$ cat config.mk
export PLATFORM = sky130hd
export DESIGN_NAME = rc_channels_frame_decoder_unit
export DESIGN_NICKNAME = d
export VERILOG_FILES = /design/src/rtl/core/rcfd_pkg.sv /design/src/rtl/core/rc_channels_frame_decoder_unit.sv /design/src/rtl/core/rcfd_frame_parser.sv
export SDC_FILE = /design/constraint.sdc
export NUM_CORES = 1
export LEC_CHECK = 0
export BUFFER_PORTS_ARGS = -buffer_cell sky130_fd_sc_hd__buf_2
export CAP_MARGIN = 20
export CORE_ASPECT_RATIO = 1.5
export CORE_MARGIN = 4
export CORE_UTILIZATION = 56
export DETAILED_ROUTE_END_ITERATION = 8
export GPL_TIMING_DRIVEN = 1
export PLACE_DENSITY = 0.81
export SLEW_MARGIN = 10
export SYNTH_ARGS = -nofsm -noshare
export SYNTH_HDL_FRONTEND = slang
export SYNTH_HIERARCHICAL = 1
export SYNTH_SLANG_ARGS = --single-unit
$ cat constraint.sdc
create_clock -name clk_i -period 2.5 [get_ports clk_i]
set_clock_uncertainty 0.05 [all_clocks]
set_input_delay 0.125 -clock clk_i [delete_from_list [all_inputs] [get_ports clk_i]]
set_output_delay 0.125 -clock clk_i [all_outputs]
set_load 0.03 [all_outputs]
$ cat src/rtl/core/rcfd_pkg.sv
// Package with the shared types, constants and CRC function of the RC channels frame decoder.
`timescale 1ns / 1ps

package rcfd_pkg;

  localparam int unsigned MAX_FRAME_BYTES = 64;
  localparam int unsigned CHANNEL_COUNT   = 16;
  localparam int unsigned PAYLOAD_BYTES   = 22;
  localparam int unsigned PAYLOAD_BITS    = 8 * PAYLOAD_BYTES;
  localparam int unsigned PAY_IDX_W       = $clog2(PAYLOAD_BYTES);
  localparam int unsigned CH_IDX_W        = $clog2(CHANNEL_COUNT);
  localparam int unsigned VALUE_W         = 11;
  localparam int unsigned CFG_IDX_W       = 8;

  localparam logic [7:0] SYNC_RESET  = 8'hC8;
  localparam logic [7:0] TYPE_RESET  = 8'h16;
  localparam logic [7:0] CRC_POLY    = 8'hD5;
  localparam logic [VALUE_W-1:0] VALUE_MASK = 11'h7FF;

  localparam logic [CFG_IDX_W-1:0] CFG_SYNC_VALUE = 8'd0;
  localparam logic [CFG_IDX_W-1:0] CFG_FRAME_TYPE = 8'd1;

  // Smallest length that covers the bytes of each 4-channel group.
  localparam logic [7:0] GROUP_NEED [4] = '{8'd8, 8'd13, 8'd19, 8'd24};

  typedef enum logic [1:0] {
    ST_GOOD     = 2'd0,
    ST_BAD_CRC  = 2'd1,
    ST_OTHER    = 2'd2,
    ST_BAD_SYNC = 2'd3
  } status_e;

  typedef struct packed {
    logic [7:0] rx_byte;
    logic       frame_end;
  } in_word_t;

  typedef struct packed {
    logic [1:0]         frame_status;
    logic [3:0]         channel_index;
    logic [VALUE_W-1:0] channel_value;
    logic               last;
  } out_word_t;

  typedef struct packed {
    logic       valid;
    status_e    status;
    logic [7:0] length;
  } frame_evt_t;

  function automatic logic [7:0] crc_update(input logic [7:0] crc, input logic [7:0] b);
    logic [7:0] c;
    c = crc ^ b;
    for (int i = 0; i < 8; i++) begin
      if (c[7]) begin
        c = {c[6:0], 1'b0} ^ CRC_POLY;
      end else begin
        c = {c[6:0], 1'b0};
      end
    end
    return c;
  endfunction

endpackage

$ cat src/rtl/core/rc_channels_frame_decoder_unit.sv
// Top level of the RC channels frame decoder: configuration, channel store and result sequencer.
// A frame-end word raises a registered frame event, which starts the result burst.
// Throughput: one byte word per cycle inside a frame; after a frame end the input stalls while
// the event is pending and until the burst (1 word, or CHANNEL_COUNT words if good) is loaded.
// Reset clears the frame state, the channel values and the output valid flag, and loads
// the configuration defaults; the payload bytes and the output word are not reset.
`timescale 1ns / 1ps

module rc_channels_frame_decoder_unit (
  input  logic                               clk_i,
  input  logic                               rst_ni,
  input  logic                               in_valid_i,
  output logic                               in_stall_o,
  input  rcfd_pkg::in_word_t                 in_word_i,
  output logic                               out_valid_o,
  input  logic                               out_stall_i,
  output rcfd_pkg::out_word_t                out_word_o,
  input  logic                               cfg_valid_i,
  output logic                               cfg_ready_o,
  input  logic [rcfd_pkg::CFG_IDX_W-1:0]     cfg_index_i,
  input  logic [7:0]                         cfg_data_i
);

  logic [7:0] sync_value_q, frame_type_q;
  logic       in_acc, out_acc;

  rcfd_pkg::frame_evt_t             evt;
  logic [rcfd_pkg::PAYLOAD_BITS-1:0] payload;

  logic [rcfd_pkg::VALUE_W-1:0] chan_q [rcfd_pkg::CHANNEL_COUNT];
  logic [rcfd_pkg::VALUE_W-1:0] chan_d [rcfd_pkg::CHANNEL_COUNT];

  logic                          emit_active_q, emit_active_d;
  logic [rcfd_pkg::CH_IDX_W-1:0] emit_cnt_q, emit_cnt_d;
  rcfd_pkg::status_e             emit_status_q, emit_status_d;
  logic                          out_valid_q, out_valid_d;
  rcfd_pkg::out_word_t           out_word_q, out_word_d;
  logic                          load;

  assign cfg_ready_o = 1'b1;
  assign in_stall_o  = evt.valid | emit_active_q;
  assign in_acc      = in_valid_i & ~in_stall_o;
  assign out_acc     = out_valid_q & ~out_stall_i;

  always_ff @(posedge clk_i or negedge rst_ni) begin
    if (!rst_ni) begin
      sync_value_q <= rcfd_pkg::SYNC_RESET;
      frame_type_q <= rcfd_pkg::TYPE_RESET;
    end else if (cfg_valid_i && cfg_ready_o) begin
      case (cfg_index_i)
        rcfd_pkg::CFG_SYNC_VALUE: sync_value_q <= cfg_data_i;
        rcfd_pkg::CFG_FRAME_TYPE: frame_type_q <= cfg_data_i;
        default: ;
      endcase
    end
  end

  rcfd_frame_parser u_parser (
    .clk_i        (clk_i),
    .rst_ni       (rst_ni),
    .in_acc_i     (in_acc),
    .in_word_i    (in_word_i),
    .sync_value_i (sync_value_q),
    .frame_type_i (frame_type_q),
    .evt_o        (evt),
    .payload_o    (payload)
  );

  always_comb begin
    for (int k = 0; k < rcfd_pkg::CHANNEL_COUNT; k++) begin
      chan_d[k] = chan_q[k];
      if (evt.valid && evt.status == rcfd_pkg::ST_GOOD &&
          evt.length >= rcfd_pkg::GROUP_NEED[k / 4]) begin
        chan_d[k] = payload[rcfd_pkg::VALUE_W*k +: rcfd_pkg::VALUE_W] & rcfd_pkg::VALUE_MASK;
      end
    end
  end

  always_comb begin
    emit_active_d = emit_active_q;
    emit_cnt_d    = emit_cnt_q;
    emit_status_d = emit_status_q;
    out_valid_d   = out_valid_q;
    out_word_d    = out_word_q;
    load          = emit_active_q & (~out_valid_q | ~out_stall_i);
    if (out_acc) begin
      out_valid_d = 1'b0;
    end
    if (load) begin
      out_valid_d = 1'b1;
      if (emit_status_q == rcfd_pkg::ST_GOOD) begin
        out_word_d.frame_status  = emit_status_q;
        out_word_d.channel_index = 4'(emit_cnt_q);
        out_word_d.channel_value = chan_q[emit_cnt_q];
        out_word_d.last = (emit_cnt_q == rcfd_pkg::CH_IDX_W'(rcfd_pkg::CHANNEL_COUNT - 1));
      end else begin
        out_word_d.frame_status  = emit_status_q;
        out_word_d.channel_index = '0;
        out_word_d.channel_value = '0;
        out_word_d.last          = 1'b1;
      end
      emit_cnt_d = emit_cnt_q + 1'b1;
      if (out_word_d.last) begin
        emit_active_d = 1'b0;
      end
    end
    if (evt.valid) begin
      emit_active_d = 1'b1;
      emit_cnt_d    = '0;
      emit_status_d = evt.status;
    end
  end

  always_ff @(posedge clk_i or negedge rst_ni) begin
    if (!rst_ni) begin
      emit_active_q <= 1'b0;
      emit_cnt_q    <= '0;
      emit_status_q <= rcfd_pkg::ST_GOOD;
      out_valid_q   <= 1'b0;
      for (int k = 0; k < rcfd_pkg::CHANNEL_COUNT; k++) begin
        chan_q[k] <= '0;
      end
    end else begin
      emit_active_q <= emit_active_d;
      emit_cnt_q    <= emit_cnt_d;
      emit_status_q <= emit_status_d;
      out_valid_q   <= out_valid_d;
      chan_q        <= chan_d;
    end
  end

  always_ff @(posedge clk_i) begin
    out_word_q <= out_word_d;
  end

  assign out_valid_o = out_valid_q;
  assign out_word_o  = out_word_q;

  a_end_starts_burst: assert property (@(posedge clk_i) disable iff (!rst_ni)
    in_acc && in_word_i.frame_end |=> evt.valid)
    else $error("frame end word did not raise a frame event");

  a_status_word_shape: assert property (@(posedge clk_i) disable iff (!rst_ni)
    out_valid_o && out_word_o.frame_status != rcfd_pkg::ST_GOOD |->
      out_word_o.last && out_word_o.channel_index == 4'd0 && out_word_o.channel_value == '0)
    else $error("status word carries channel data or is not last");

  a_burst_continues: assert property (@(posedge clk_i) disable iff (!rst_ni)
    out_acc && !out_word_o.last |=>
      out_valid_o && out_word_o.channel_index == 4'($past(out_word_o.channel_index) + 4'd1))
    else $error("channel burst broke off or skipped an index");

endmodule

$ cat src/rtl/core/rcfd_frame_parser.sv
// Byte-level frame parser: header checks, CRC, payload capture and end-of-frame status.
`timescale 1ns / 1ps

module rcfd_frame_parser (
  input  logic                              clk_i,
  input  logic                              rst_ni,
  input  logic                              in_acc_i,
  input  rcfd_pkg::in_word_t                in_word_i,
  input  logic [7:0]                        sync_value_i,
  input  logic [7:0]                        frame_type_i,
  output rcfd_pkg::frame_evt_t              evt_o,
  output logic [rcfd_pkg::PAYLOAD_BITS-1:0] payload_o
);

  logic [6:0] pos_q, pos_d;
  logic [7:0] len_q, len_d;
  logic       sync_ok_q, sync_ok_d;
  logic       type_ok_q, type_ok_d;
  logic [7:0] crc_q, crc_d;
  logic       crc_ok_q, crc_ok_d;
  rcfd_pkg::frame_evt_t evt_q, evt_d;

  logic [7:0] payload_q [rcfd_pkg::PAYLOAD_BYTES];
  logic                          pay_we;
  logic [rcfd_pkg::PAY_IDX_W-1:0] pay_idx;

  logic [7:0] b;
  assign b = in_word_i.rx_byte;

  always_comb begin
    pos_d     = pos_q;
    len_d     = len_q;
    sync_ok_d = sync_ok_q;
    type_ok_d = type_ok_q;
    crc_d     = crc_q;
    crc_ok_d  = crc_ok_q;
    evt_d     = '0;
    pay_we    = 1'b0;
    pay_idx   = rcfd_pkg::PAY_IDX_W'(pos_q - 7'd3);
    if (in_acc_i) begin
      if (pos_q < 7'(rcfd_pkg::MAX_FRAME_BYTES)) begin
        if (pos_q == 7'd0) begin
          sync_ok_d = (b == sync_value_i);
        end else if (pos_q == 7'd1) begin
          len_d = b;
          crc_d = '0;
        end else begin
          if (pos_q == 7'd2) begin
            type_ok_d = (b == frame_type_i);
          end
          if (len_q >= 8'd2 && {1'b0, pos_q} <= len_q) begin
            crc_d = rcfd_pkg::crc_update(crc_q, b);
          end
          if (len_q >= 8'd2 && {2'b00, pos_q} == ({1'b0, len_q} + 9'd1)) begin
            crc_ok_d = (b == crc_q);
          end
          if (pos_q >= 7'd3 && pos_q < 7'(3 + rcfd_pkg::PAYLOAD_BYTES)) begin
            pay_we = 1'b1;
          end
        end
        pos_d = pos_q + 7'd1;
      end
      if (in_word_i.frame_end) begin
        evt_d.valid  = 1'b1;
        evt_d.length = len_d;
        if (!sync_ok_d) begin
          evt_d.status = rcfd_pkg::ST_BAD_SYNC;
        end else if (pos_d < 7'd3) begin
          evt_d.status = rcfd_pkg::ST_BAD_CRC;
        end else if (!type_ok_d) begin
          evt_d.status = rcfd_pkg::ST_OTHER;
        end else if (!crc_ok_d) begin
          evt_d.status = rcfd_pkg::ST_BAD_CRC;
        end else begin
          evt_d.status = rcfd_pkg::ST_GOOD;
        end
        pos_d     = '0;
        len_d     = '0;
        sync_ok_d = 1'b0;
        type_ok_d = 1'b0;
        crc_d     = '0;
        crc_ok_d  = 1'b0;
      end
    end
  end

  always_ff @(posedge clk_i or negedge rst_ni) begin
    if (!rst_ni) begin
      pos_q     <= '0;
      len_q     <= '0;
      sync_ok_q <= 1'b0;
      type_ok_q <= 1'b0;
      crc_q     <= '0;
      crc_ok_q  <= 1'b0;
      evt_q     <= '0;
    end else begin
      pos_q     <= pos_d;
      len_q     <= len_d;
      sync_ok_q <= sync_ok_d;
      type_ok_q <= type_ok_d;
      crc_q     <= crc_d;
      crc_ok_q  <= crc_ok_d;
      evt_q     <= evt_d;
    end
  end

  always_ff @(posedge clk_i) begin
    if (pay_we) begin
      payload_q[pay_idx] <= b;
    end
  end

  always_comb begin
    for (int i = 0; i < rcfd_pkg::PAYLOAD_BYTES; i++) begin
      payload_o[8*i +: 8] = payload_q[i];
    end
  end

  assign evt_o = evt_q;

endmodule

Word-level counts from Yosys, hierarchy flattened
Memories as Yosys holds them, arrays and structs flattened. A register that Yosys moved wholly into a read port is not among the register bits.
Index checks and enable logic that the tools add are counted.
Widths: inputs -> output; s select.
{ "word_totals": {"reg_bits": 123, "mem_bits_rw": 176, "output_inout_bits": 21, "memories": 1} }
{ "mem_list": {"columns": ["memory", "depth", "word_bits", "read_ports", "rd_clocked_by_memory_dff", "write_ports", "line", "rtl"], "rows": [
  ["u_parser.payload_q", 22, 8, 22, 20, 1, "rcfd_frame_parser.sv:23", "logic [7:0] payload_q [rcfd_pkg::PAYLOAD_BYTES];"]
]} }
{ "op_classes": {"add_sub_neg": 4, "order_cmp": 11, "n_eq_ne": 9, "mux": 96, "bitwise_logic": 18, "n_reduce_logical": 41} }
{ "ops": {"columns": ["cell", "count"], "rows": [
  ["$mux 8", 52],
  ["$bmux 11 s4", 1],
  ["$mux 11", 4],
  ["$not 5->5", 8],
  ["$mux 1", 29],
  ["$eq 8x8->1", 3],
  ["$mux 7", 3],
  ["$logic_not 1->1", 20],
  ["$mux 18", 1],
  ["$ge 8x4->1 const B", 2],
  ["$ge 8x5->1 const B", 2],
  ["$mux 16", 1],
  ["$add 8x1->9 const B", 1],
  ["$eq 7x9->1", 1],
  ["$eq 8x1->1 const B", 1],
  ["$ge 8x2->1 const B", 1],
  ["$le 7x8->1", 1],
  ["$logic_and 1x1->1", 8],
  ["$logic_not 8->1", 1],
  ["$mux 4", 2],
  ["$reduce_bool 2->1", 4],
  ["$xor 8x8->8", 1],
  ["$add 7x1->7 const B", 1],
  ["$eq 7x1->1 const B", 1],
  ["20 further kinds", 30]
]} }

Logic depth before layout (Yosys ltp)
{ "logic_depth": {"ltp_word": 57, "depth_mapped": 10, "mapped_depth_nobuf": 8} }

By module
The synthesis kept the hierarchy.
{ "by_module_without_submodules": {"columns": ["mod", "instances", "cells_per_inst", "area_each_um2"], "rows": [
  ["rc_channels_frame_decoder_unit", 1, 629, 9665.5],
  ["rcfd_frame_parser", 1, 524, 8191.6]
]} }

Worst setup path before layout
OpenSTA, ideal clock, no wires.
{ "synth_timing": {"path_kind": "register to register", "from": "register u_parser.evt_q, in the netlist u_parser/evt_o[10]", "to": "memory u_parser.payload_q[4][0], enable pin", "setup_time_ns": 0.370, "t_arrival_ns": 2.471, "t_required_ns": 2.080, "slack_ns": -0.391, "path_stages_with_launch": 9, "path_cell_list": "dfrtp_1 -> buf_2 -> or2_2 -> nor2_1 -> clkbuf_1 -> nand2_1 -> nor4b_1 -> nand2_1 -> nor2_1"} }
{ "synth_between": {"elab_chain_len": 6} }
{ "synth_rtl": {"columns": ["element", "line", "rtl"], "rows": [
  ["start: declaration", "rcfd_frame_parser.sv:21", "rcfd_pkg::frame_evt_t evt_q, evt_d;"],
  ["start signal: assignment", "rcfd_frame_parser.sv:103", "evt_q <= evt_d;"],
  ["$or 1x1->1", "rc_channels_frame_decoder_unit.sv:41", "assign in_stall_o = evt.valid | emit_active_q;"],
  ["net in_stall_o", "rc_channels_frame_decoder_unit.sv:13", "output logic in_stall_o,"],
  ["$not 1->1", "rc_channels_frame_decoder_unit.sv:42", "assign in_acc = in_valid_i & ~in_stall_o;"],
  ["$and 1x1->1", "rc_channels_frame_decoder_unit.sv:42", null],
  ["net in_acc", "rc_channels_frame_decoder_unit.sv:25", "logic in_acc, out_acc;"],
  ["$mux 1", "rcfd_frame_parser.sv:40", "if (in_acc_i) begin"],
  ["$mux 1", "rcfd_frame_parser.sv:108", "if (pay_we) begin"],
  ["$mux 1 (implied by the code)", "rcfd_frame_parser.sv:109", "payload_q[pay_idx] <= b;"],
  ["end: declaration", "rcfd_frame_parser.sv:23", null]
]} }
The timed path passes the listed nets, and every way through them passes these cells.

Worst setup path after layout
{ "layout_timing": {"from": "register u_parser.len_q[0]", "to": "register u_parser.crc_ok_q"} }
{ "layout_between": {"elab_chain_len": 9} }
{ "layout_rtl": {"columns": ["element", "line", "rtl"], "rows": [
  ["start: declaration", "rcfd_frame_parser.sv:16", "logic [7:0] len_q, len_d;"],
  ["start signal: assignment", "rcfd_frame_parser.sv:98", "len_q <= len_d;"],
  ["$add 8x1->9", "rcfd_frame_parser.sv:54", "if (len_q >= 8'd2 && {2'b00, pos_q} == ({1'b0, len_q} + 9'd1)) begin"],
  ["$eq 7x9->1", "rcfd_frame_parser.sv:54", null],
  ["$logic_and 1x1->1 (*)", "rcfd_frame_parser.sv:54", null],
  ["$mux 1 (*)", "rcfd_frame_parser.sv:54", null],
  ["$mux 1 (*)", "rcfd_frame_parser.sv:44", "end else if (pos_q == 7'd1) begin"],
  ["$mux 1 (*)", "rcfd_frame_parser.sv:42", "if (pos_q == 7'd0) begin"],
  ["$mux 1 (*)", "rcfd_frame_parser.sv:41", "if (pos_q < 7'(rcfd_pkg::MAX_FRAME_BYTES)) begin"],
  ["$mux 1 (*)", "rcfd_frame_parser.sv:40", null],
  ["$mux 1 (*)", "rcfd_frame_parser.sv:63", "if (in_word_i.frame_end) begin"],
  ["end signal: assignment", "rcfd_frame_parser.sv:102", "crc_ok_q <= crc_ok_d;"],
  ["end: declaration", "rcfd_frame_parser.sv:20", "logic crc_ok_q, crc_ok_d;"]
]} }
Mark *: on every way between the ends. The rest lies on a longest branch, timed or not. The select of a mux whose other input is x is not followed.
A chain may end at the register's enable or synchronous reset.

==> impl_metrics.csv <==
group,metric,value,unit
power_and_ir_drop,p_leak,0.00845,µW
critical_path,worstSetupPathType,"reg2reg",
min_path,hold_class,"in2reg",
critical_path,crit_family,"compound AO/OA/AOI/OAI gates",
place,place_area,19200,µm²
sta,setup_violations,0,
place,placedCellCount,1625,
floorplan,start_util,0.572,
cts,cts_buffers,38,
critical_path,path_cells,"inv_1, ha_1, xnor2_1, or4_4, o41a_1, a221o_1",
power_and_ir_drop,p_comb_frac,0.318,
finish,drive_gt1_frac,0.349,
synth,netlist_area,17900,µm²
critical_path,cp.required,2860,ps
floorplan,rows,79,
finish,stdcell_area,20600,µm²
route,post-route-drc-count,0,
finish,stdcell_count,1710,
power_and_ir_drop,peakVddDrop,0.638,mV
cts,cts_tree,"yes",
power_and_ir_drop,switching_share,0.325,
sta,hold_violations,0,
floorplan,coreArea,31200,µm²
synth,ys_async_sr_fraction,0.550,
power_and_ir_drop,seqPwrFrac,0.438,
finish,area_delta_synth_final,15.3,%
critical_path,endpoint_kind,"flip-flop",
finish,insertedDiodeCount,0,
critical_path,cp.arrival,2780,ps
global_route,grt_usage,0.249,
synth,ys_types,70,
route,wl_per_cell,25.0,µm
global_route,grt_first_pass_wirelength,65.9,mm
finish,finalNetCount,1323,
route,first_pass_iters,7,
floorplan,ios,51,
floorplan,die_h,227,µm
route,vias,10362,
critical_path,slowest_stage,"dfrtp_1",
place,dp_hpwl,28.8,mm
synth,yosysWarnings,6,
synth,post-synth-top-count-cell,"dfrtp_1",
cts,clk_path_buf_depth,3,
critical_path,worst-path-buf-inv,1,
power_and_ir_drop,powerDensity,1150,nW/µm²
critical_path,cp_max_fo,8,
sta,worst_pin_slew,636,ps
synth,synth_top_area_frac,0.326,
cts,insertion_delay,550,ps
sta,fin_setup_tns,0,ps
global_route,gr-total-overflow,0,
flow_run,maxCapViolations,0,
power_and_ir_drop,clkPwrFrac,0.243,
synth,synth_largest_area_cell,"edfxtp_1",
sta,min_period,2420,ps
sta,timing.fmax,413,MHz
synth,postSynthNetCount,1201,
route,antenna_left,0,
synth,yosys-top-cells-count,"dfrtp_1, edfxtp_1, mux2_2, mux2i_1, nand2_1",
synth,netlist_top_cells_area,"edfxtp_1, dfrtp_1, mux2_2, mux2i_1, mux4_2",
floorplan,die-area,34900,µm²
floorplan,die_w,154,µm
global_route,grt_max_degree,76,
finish,nFillCells,2160,
power_and_ir_drop,p_sw,7660,µW
place,gp_congestion,0.946,
synth,ys_seq_area_frac,0.659,
global_route,antenna_found_initial,0,
route,drt_iter0_drc,736,
cts,clk_pin_slew_worst_paths,60,ps
cts,cts_root_buffer,"clkbuf_16",
synth,synth.avg_cell_area,15.5,µm²
status,outcome,"complete, no violations",
cts,htreeDepth,2,
power_and_ir_drop,p_int,15900,µW
critical_path,setup.worst_path.start_class,"flip-flop",
synth,synth_edf_count,194,
synth,ys_ff_latch,431,
route,routed_wl,42.7,mm
synth,synthCells,1153,
global_route,grt_pass1_vias,11045,
route,vias_per_cell,6.06,
critical_path,max_stage_delay,500,ps
sta,slew_headroom,0.576,
cts,cts_sinks,431,
place,port_buffers,49,
sta,fin_crit_sh,0.969,
sta,drv_slew,0,
finish,utilization,0.659,
synth,ys.flop_type,"dfrtp_1",
-- final timing paths --
kind,end,slack (ps),cells after the start,from
worst max-delay path,u_parser/crc_ok_q,80,6,u_parser/len_q[0]
worst min-delay path,u_parser/evt_o[3],70,4,in_word_i[4]
max in group asynchronous,chan_q[115],1440,3,rst_ni
min in group asynchronous,frame_type_q[5],100,2,rst_ni
worst min register to register,chan_q[96],410,1,u_parser/payload_q[10][5]
worst max register to register,u_parser/crc_ok_q,80,6,u_parser/len_q[0]
-- layer usage --
| layer | wire length, µm | share of wire | vias to the layer above | track usage |
|---|---|---|---|---|
| li1 | - | - | 4514 | - |
| met1 | 15700 | 0.37 | 5357 | 0.299 |
| met2 | 22300 | 0.52 | 373 | 0.440 |
| met3 | 2260 | 0.053 | 118 | 0.0367 |
| met4 | 2400 | 0.056 | 0 | 0.124 |
| met5 | 0 | 0 | - | 0 |
-- layout by cell type, fill, tap and decap left out, drive strengths merged, types with 9 or more instances in the layout --
master       instances
dfrtp              231
mux2               196
edfxtp             194
buf                126
clkbuf              54
mux2i               53
nand2               52
nor2                45
xnor2               28
nand3               24
o21ai               24
a22oi               23
xor2                22
inv                 22
mux4                21
a21oi               19
ha                  18
dlygate4sd3         12
clkinv              11
nor3                10
a21boi              10
nand2b               9
o22ai                9
-- cell type report --
cell class                 instances  area [µm²]  area share
clock buffer                      54        1090      0.0530
clock inverter                    16         134     0.00650
inverter                          21        78.8     0.00383
multi-input combinational        645        5920       0.288
sequential                       431       11800       0.571
tap                              405         507      0.0246
timing repair buffer             138        1090      0.0530
-- power by group through the flow --
| stage | logic [µW] | clock network [µW] | registers [µW] |
|---|---|---|---|
| floorplan | 4850 | 0 | 10300 |
| global placement | 7190 | 0 | 10300 |
| detailed placement | 7400 | 0 | 10400 |
| CTS | 7500 | 5820 | 10300 |
| global route | 8060 | 6120 | 10500 |
| finish | 7520 | 5750 | 10300 |
-- state kept, by name, summed over array words and instances (netlist names), 2 cells and up --
register,cells
chan_q,176
emit_cnt_q,4
emit_status_q,2
frame_type_q,8
out_word_o,18
sync_value_q,8
u_parser/crc_q,8
u_parser/evt_o,11
u_parser/len_q,8
u_parser/payload_q,176
u_parser/pos_q,7
-- logic make-up after synthesis --
| logic type | count (synthesis) | synth area share |
|---|---|---|
| AO/OA/AOI/OAI | 123 | 0.0469 |
| other | 1 | 0.000210 |
| adder cells (fa/ha/maj) | 18 | 0.0126 |
| XOR/XNOR | 50 | 0.0245 |
| multiplexers | 270 | 0.180 |
| flip-flops | 431 | 0.659 |
| buffers and inverters | 77 | 0.0254 |
| AND/OR/NAND/NOR | 183 | 0.0511 |
-- worst min-delay path, cell delays in order --
cell,delay (ps)
buf_2,160
buf_4,200
nand2_1,70
a21oi_1,50
-- stage by stage --
step	power [µW]	setup WS, ps	hold WS (ps)
floorplan	15200	7.89	-221
global placement	17500	20.7	120
detailed placement	17800	-30.3	114
CTS	23700	21.7	65.5
global route	24700	-5.71	68.0
finish	23600	77.6	71.5
-- repair_timing --
item | 4_1_cts | 5_1_grt
hold buffers | 12 | 0
setup buffers | 0 | 2
setup endpoints to repair | 45 | 168
gates resized for setup | 0 | 2
pin swaps | 1 | 3
hold endpoints to repair | 130 | 0
No activity file was read; power rests on OpenSTA's default activity.
